[src/pdc_pkg.sv]
`timescale 1ns / 1ps
package pdc_pkg;
  localparam int NUM_WORDS_DEF = 4;
  localparam int FW = 256;
  localparam logic [FW-1:0] PRIME_P =
    256'hFFFFFFFF00000001000000000000000000000000FFFFFFFFFFFFFFFFFFFFFFFF;
  localparam logic [FW-1:0] COEF_A =
    256'hFFFFFFFF00000001000000000000000000000000FFFFFFFFFFFFFFFFFFFFFFFC;
  localparam logic [FW-1:0] COEF_B =
    256'h5AC635D8AA3A93E7B3EBBD55769886BC651D06B0CC53B0F63BCE3C3E27D2604B;
  localparam logic [FW-1:0] ROOT_EXP =
    256'h3FFFFFFFC0000000400000000000000000000000400000000000000000000000;

  typedef enum logic [3:0] {
    ST_COLLECT, ST_REDUCE, ST_MUL_XX, ST_MUL_TX, ST_MUL_AX, ST_ADD_U, ST_ADD_B,
    ST_EXP_SQ, ST_EXP_MB, ST_CHECK, ST_FIX, ST_EMIT
  } state_t;

  // Operand selection codes for the multiplier.
  typedef enum logic [2:0] {
    OP_XX, OP_TX, OP_AX, OP_ACC_ACC, OP_ACC_BASE, OP_CHECK
  } mop_t;

  typedef struct packed {
    logic load_word;
    logic reduce;
    logic mul_start;
    mop_t mul_op;
    logic add_u;
    logic add_b;
    logic init_acc;
    logic fix_y;
    logic shift_out;
  } cmd_t;

  typedef struct packed {
    logic mul_done;
    logic root_ok;
  } sts_t;
endpackage

[src/pdc_control.sv]
`timescale 1ns / 1ps
module pdc_control
  import pdc_pkg::*;
#(
  parameter int NUM_WORDS = NUM_WORDS_DEF
) (
  input  logic clk,
  input  logic rst,
  input  logic in_valid,
  output logic in_stall,
  output logic out_valid,
  input  logic out_stall,
  output logic last_word,
  output logic status,
  output logic y_zero,
  input  sts_t sts,
  output cmd_t cmd
);
  localparam int CW = $clog2(NUM_WORDS);
  state_t state, state_next;
  logic [CW-1:0] word_count;
  logic [7:0] ebit;
  logic mul_run, fail;
  logic [FW-1:0] root_with_acc;
  logic in_acc, out_acc;

  assign in_acc  = in_valid && (state == ST_COLLECT);
  assign out_acc = out_valid && !out_stall;
  assign in_stall = (state != ST_COLLECT);
  assign out_valid = (state == ST_EMIT);
  assign last_word = (word_count == CW'(NUM_WORDS - 1));
  assign status = fail;
  assign y_zero = fail;
  assign root_with_acc = ROOT_EXP;

  always_comb begin
    state_next = state;
    unique case (state)
      ST_COLLECT: if (in_acc && word_count == CW'(NUM_WORDS - 1)) state_next = ST_REDUCE;
      ST_REDUCE:  state_next = ST_MUL_XX;
      ST_MUL_XX:  if (sts.mul_done) state_next = ST_MUL_TX;
      ST_MUL_TX:  if (sts.mul_done) state_next = ST_MUL_AX;
      ST_MUL_AX:  if (sts.mul_done) state_next = ST_ADD_U;
      ST_ADD_U:   state_next = ST_ADD_B;
      ST_ADD_B:   state_next = ST_EXP_SQ;
      ST_EXP_SQ:
        if (sts.mul_done) state_next = root_with_acc[ebit] ? ST_EXP_MB :
                                       (ebit == 8'd0 ? ST_CHECK : ST_EXP_SQ);
      ST_EXP_MB:  if (sts.mul_done) state_next = (ebit == 8'd0) ? ST_CHECK : ST_EXP_SQ;
      ST_CHECK:   if (sts.mul_done) state_next = ST_FIX;
      ST_FIX:     state_next = ST_EMIT;
      ST_EMIT:    if (out_acc && word_count == CW'(NUM_WORDS - 1)) state_next = ST_COLLECT;
      default:    state_next = ST_COLLECT;
    endcase
  end

  always_comb begin
    cmd = '0;
    cmd.load_word = in_acc;
    cmd.reduce    = (state == ST_REDUCE);
    cmd.mul_start = !mul_run && (state == ST_MUL_XX || state == ST_MUL_TX ||
                    state == ST_MUL_AX || state == ST_EXP_SQ ||
                    state == ST_EXP_MB || state == ST_CHECK);
    unique case (state)
      ST_MUL_TX: cmd.mul_op = OP_TX;
      ST_MUL_AX: cmd.mul_op = OP_AX;
      ST_EXP_SQ: cmd.mul_op = OP_ACC_ACC;
      ST_CHECK:  cmd.mul_op = OP_CHECK;
      ST_EXP_MB: cmd.mul_op = OP_ACC_BASE;
      default:   cmd.mul_op = OP_XX;
    endcase
    cmd.add_u     = (state == ST_ADD_U);
    cmd.add_b     = (state == ST_ADD_B);
    cmd.init_acc  = (state == ST_ADD_B);
    cmd.fix_y     = (state == ST_FIX);
    cmd.shift_out = out_acc;
  end

  always_ff @(posedge clk) begin
    if (rst) begin
      state      <= ST_COLLECT;
      word_count <= '0;
      ebit       <= 8'd255;
      mul_run    <= 1'b0;
      fail       <= 1'b0;
    end else begin
      state <= state_next;
      if (in_acc || out_acc) word_count <= word_count + CW'(1);
      if (cmd.mul_start) mul_run <= 1'b1;
      else if (sts.mul_done) mul_run <= 1'b0;
      if (state == ST_ADD_B) ebit <= 8'd255;
      else if (sts.mul_done && ((state == ST_EXP_SQ && !root_with_acc[ebit]) ||
                                state == ST_EXP_MB))
        ebit <= ebit - 8'd1;
      if (state == ST_FIX) fail <= !sts.root_ok;
    end
  end
endmodule

[config.mk]
export PLATFORM = sky130hd
export DESIGN_NAME = pdc_control
export DESIGN_NICKNAME = d
export VERILOG_FILES = /design/src/pdc_pkg.sv /design/src/pdc_control.sv
export SDC_FILE = /design/constraint.sdc
export NUM_CORES = 1
export LEC_CHECK = 0
export BUFFER_PORTS_ARGS = -buffer_cell sky130_fd_sc_hd__buf_4
export CAP_MARGIN = 25
export CORE_MARGIN = 5
export CORE_UTILIZATION = 30
export CTS_BUF_LIST = sky130_fd_sc_hd__clkbuf_16
export CTS_CLUSTER_SIZE = 16
export DETAILED_ROUTE_END_ITERATION = 10
export GPL_TIMING_DRIVEN = 0
export SLEW_MARGIN = 20
export SYNTH_ARGS = -nofsm -noshare
export SYNTH_HDL_FRONTEND = slang
export SYNTH_SLANG_ARGS = --single-unit
[constraint.sdc]
create_clock -name clk -period 2.15 [get_ports clk]
set_input_delay 0.215 -clock clk [delete_from_list [all_inputs] [get_ports clk]]
set_output_delay 0.215 -clock clk [all_outputs]
set_load 0.005 [all_outputs]
==> summary by stage <==
Outcome
The run finished, with violations left. The checks that failed: negative setup slack.

STA
Across all setup checks in the final design, the least slack found is -0.01492 ns. After layout, the worst path uses 100.7% of the clock period. The post-layout minimum cycle time is 2.165 ns.

The final hold slack is 0.1445 ns. The count of final max-slew check failures is 0. In this run the tightest slew margin relative to its limit is 61.79%. The final clock skew is 0.001560 ns. Setup repair after global routing could not meet its margin everywhere. The slew at the pin closest to its max-slew limit is 0.5711 ns. The final-layout setup total negative slack is -0.01492 ns. The top achievable clock speed is 461.9 MHz.

The total setup violations reported at the end of the flow is 1. The final hold violation count is 0.

Clock network
The number of H-tree branching levels is 1. The CTS tree is yes. The cell at the root of the clock tree is sky130_fd_sc_hd__clkbuf_16. The maximum clock path buffer count is 2.

For this design, the CTS-stage hold fixing added 0 buffers. The clock net in this run drives a total of 17 sinks. After clock tree synthesis, the clock-pin slew on the worst setup and hold paths is 0.05 ns. The clock latency reported for the late side of the worst-skew pair is 0.25 ns. Counting the buffers created by CTS gives 3.

Cells and area
The diode insertion count for antenna repair is 0. Leaving out fill and tap cells, the most frequent cells in the layout are sky130_fd_sc_hd__buf_4 (27), sky130_fd_sc_hd__nor2_1 (26), sky130_fd_sc_hd__dfxtp_1 (14). Cells with a size suffix above 1 make up 26.84% of the layout. The most frequent standard cell in the layout excluding fill and tap cells is sky130_fd_sc_hd__buf_4. The number of filler instances in the final layout is 406.

From synthesis to final layout, the design area changed by 27.43%. The post-layout net count is 200.

Synthesis
The number of nets in the synthesized netlist is 174. Synthesis produced a netlist whose cell count is 165. The number of synthesized flops with an enable pin is 0. Yosys mapped the design onto 53 distinct sky130hd cell types. After synthesis the cells add up to 1272 sq um. After synthesis, flip-flops and latches occupy 26.75% of the total area. In the synthesized netlist the dominant register cell turns out to be sky130_fd_sc_hd__dfxtp_1. The Yosys step of the flow raised 0 warnings. In the synthesized netlist the async set-or-reset flop fraction comes to 0%.

In this run the mean area of a mapped cell was 7.712 sq um. The register bit count reported by yosys is 17.

GRT
The overall overflow remaining after global route is 0. The met2 demand-to-capacity share in global routing is 20.70%. After global routing, the most crowded layer is met2. The via count of the first global-routing pass is 1170. The initial antenna violation count is 0. Global routing used 12.31% of the available tracks.

The met1 demand-to-capacity share in global routing is 15.61%. The first global-routing pass estimated 5.313 mm of wire. For met3 alone, demand over resource in global routing was 2.937%. The largest net degree at the start of global routing is 11.

Floorplanning
The effective utilization at floorplan is 31.36%. The floorplan step defined a die boundary enclosing 5644 sq um. The number of rows created at floorplan is 23.

The die width is 75.13 um. The number of primary I/O pins is 22. The placeable core region is 4058 sq um. The die boundary height is 75.13 um.

Pwr
In this run the static leakage power is 0.0007182 uW. The largest vdd supply drop is 432.9 uV. The internal portion of the total power is 916.0 uW. Of the total power, combinational logic draws 43.7%. After layout, the design draws a total of 1405 uW. The part of the total power dissipated in the clock network is 26.6%.

The proportion of total power due to net switching is 34.81%. In this run the power density over the cells is 866.5 nW/um^2. Sequential cells account for 29.6% of the total power. The switching power is 489.1 uW.

Routing
In the routed layout, each cell is associated on average with a via count of 5.283. For this block, the routed nets add up to 3.259 mm of wire. For this block, the initial DRC count from the detailed router was 122.

The detail route stage leaves a number of antenna-violating nets equal to 0. The first detailed-routing pass took 4 iterations. The number of DRC violations after detailed routing is 0. After detailed routing, the average wire length per cell comes to 13.58 um. The detailed router placed 1268 vias in this run.

Place
The congestion estimate from routability-driven global placement came to 0.8044. The number of buffers inserted by port buffering is 20. The detailed-placement wirelength estimate is 2.286 mm.

Worst hold path
In this run the most critical hold path is launched from sts[0]. The worst hold-check path type is input port to flop. The path with the worst hold slack has its endpoint at status$_SDFFE_PP0P_.

The number of cells traversed by the worst hold path is 2.

Setup path
Of all nets on the critical path, the largest fanout is 8. The worst register-to-register path has a depth of 6. For the worst setup path, the data arrival time is 2.29 ns. The worst setup path is launched from a flop. The setup path with the least slack is of type flop to flop. The flop-to-flop setup slack is -0.01 ns.

The required arrival time at the worst endpoint is 2.28 ns. STA classifies the critical path endpoint as a flop. The launching point of the worst reg2reg path is state[2]$_SDFFE_PP0P_.

Run
The count of maximum capacitance violations is 0.
-- sequential cells by signal, summed over array words and instances, names as in the netlist, named ones only --
name,flops
ebit,8
state,4
word_count,2
mul_run,1
status,1
-- how the worst max path moves through the flow --
| stage | from | end | slack [ns] |
|---|---|---|---|
| 6_report | state[2]$_SDFFE_PP0P_ | flop | -0.01 |
| 3_5_place_dp | state[2]$_SDFFE_PP0P_ | flop | -0.17 |
| 4_1_cts | state[1]$_SDFFE_PP0P_ | flop | 0.001 |
| 2_1_floorplan | state[2]$_SDFFE_PP0P_ | flop | 0.03 |
| 3_3_place_gp | state[2]$_SDFFE_PP0P_ | flop | -0.17 |
| 5_1_grt | state[1]$_SDFFE_PP0P_ | flop | -0.07 |
-- power groups by stage --
| stage | sequential [uW] | combinational [uW] | clock [uW] |
|---|---|---|---|
| after detailed placement | 414 | 572 | 0 |
| after global placement | 413 | 572 | 0 |
| final | 417 | 614 | 374 |
| after floorplan | 403 | 413 | 0 |
| after global routing | 423 | 683 | 397 |
| after CTS | 414 | 600 | 386 |
-- what timing repair did --
item                       CTS  global route
buffers inserted             2             0
gates cloned                 0             0
gates resized for setup      7             8
pin swaps                    4             0
setup endpoints to repair    1             4
-- routing by layer --
metal	vias up	routed length, um
met2	27	1606
li1	645	-
met3	4	195
met5	-	0
met1	592	1430
met4	0	27
-- per-stage QoR --
stage / utilization (%) / setup slack, ns / instances / area, sq um
after global placement: 36.60 / -0.1738 / 235 / 1485
after floorplan: - / 0.03337 / 165 / 1272
after global routing: 39.96 / -0.06598 / 240 / 1622
after CTS: 39.62 / 0.001265 / 241 / 1608
after detailed placement: 36.60 / -0.1651 / 235 / 1485
final: 39.96 / -0.01492 / 240 / 1622
-- final cells by class --
class	instances	area [sq um]	area share [%]
Inverter	8	30.03	1.852
Tap cell	50	62.56	3.858
Buffer	12	65.06	4.012
Multi-Input combinational cell	127	874.6	53.94
Timing Repair Buffer	22	165.2	10.19
Clock inverter	1	5.005	0.3086
Clock buffer	3	75.07	4.630
Sequential cell	17	344.1	21.22
-- cells by family (layout without fill, tap and decap cells) --
family | Yosys count | in the layout | synth area share (%)
xor+xnor | 9 | 9 | 6.195
buf+inv | 21 | 46 | 7.473
fa+ha+maj | 3 | 3 | 2.950
compound gates | 39 | 39 | 23.80
mux | 3 | 3 | 2.360
simple gates | 73 | 73 | 30.48
flops | 17 | 17 | 26.75
-- critical path: stages, from the launching register on --
cell and delay, ns:
sky130_fd_sc_hd__dfxtp_1 0.38, sky130_fd_sc_hd__or4b_4 0.54, sky130_fd_sc_hd__o32ai_4 0.15, sky130_fd_sc_hd__or4b_4 0.50, sky130_fd_sc_hd__a32oi_2 0.22, sky130_fd_sc_hd__xnor2_1 0.16, sky130_fd_sc_hd__o211ai_2 0.10
-- cell usage after synthesis (all sizes together), types with 2 or more instances --
library cell	count	share of area (%)
nor2	26	7.7
dfxtp	17	27
nand2	13	3.8
a21oi	8	3.1
inv	8	2.4
clkbuf	7	2.1
xnor2	7	4.8
buf	6	3.0
nand2b	5	2.5
a211oi	4	2.4
o21ai	4	1.9
ha	3	3.0
mux2i	3	2.4
nand3	3	1.2
nand4b	3	2.1
nor3	3	1.2
o211ai	3	2.2
or2	3	1.5
or4b	3	2.7
a311oi	2	1.4
a31o	2	1.4
and3	2	0.98
and4	2	1.4
nand3b	2	1.2
o22ai	2	0.98
or3	2	0.98
xor2	2	1.4
No activity file was read; power rests on OpenSTA's default activity.
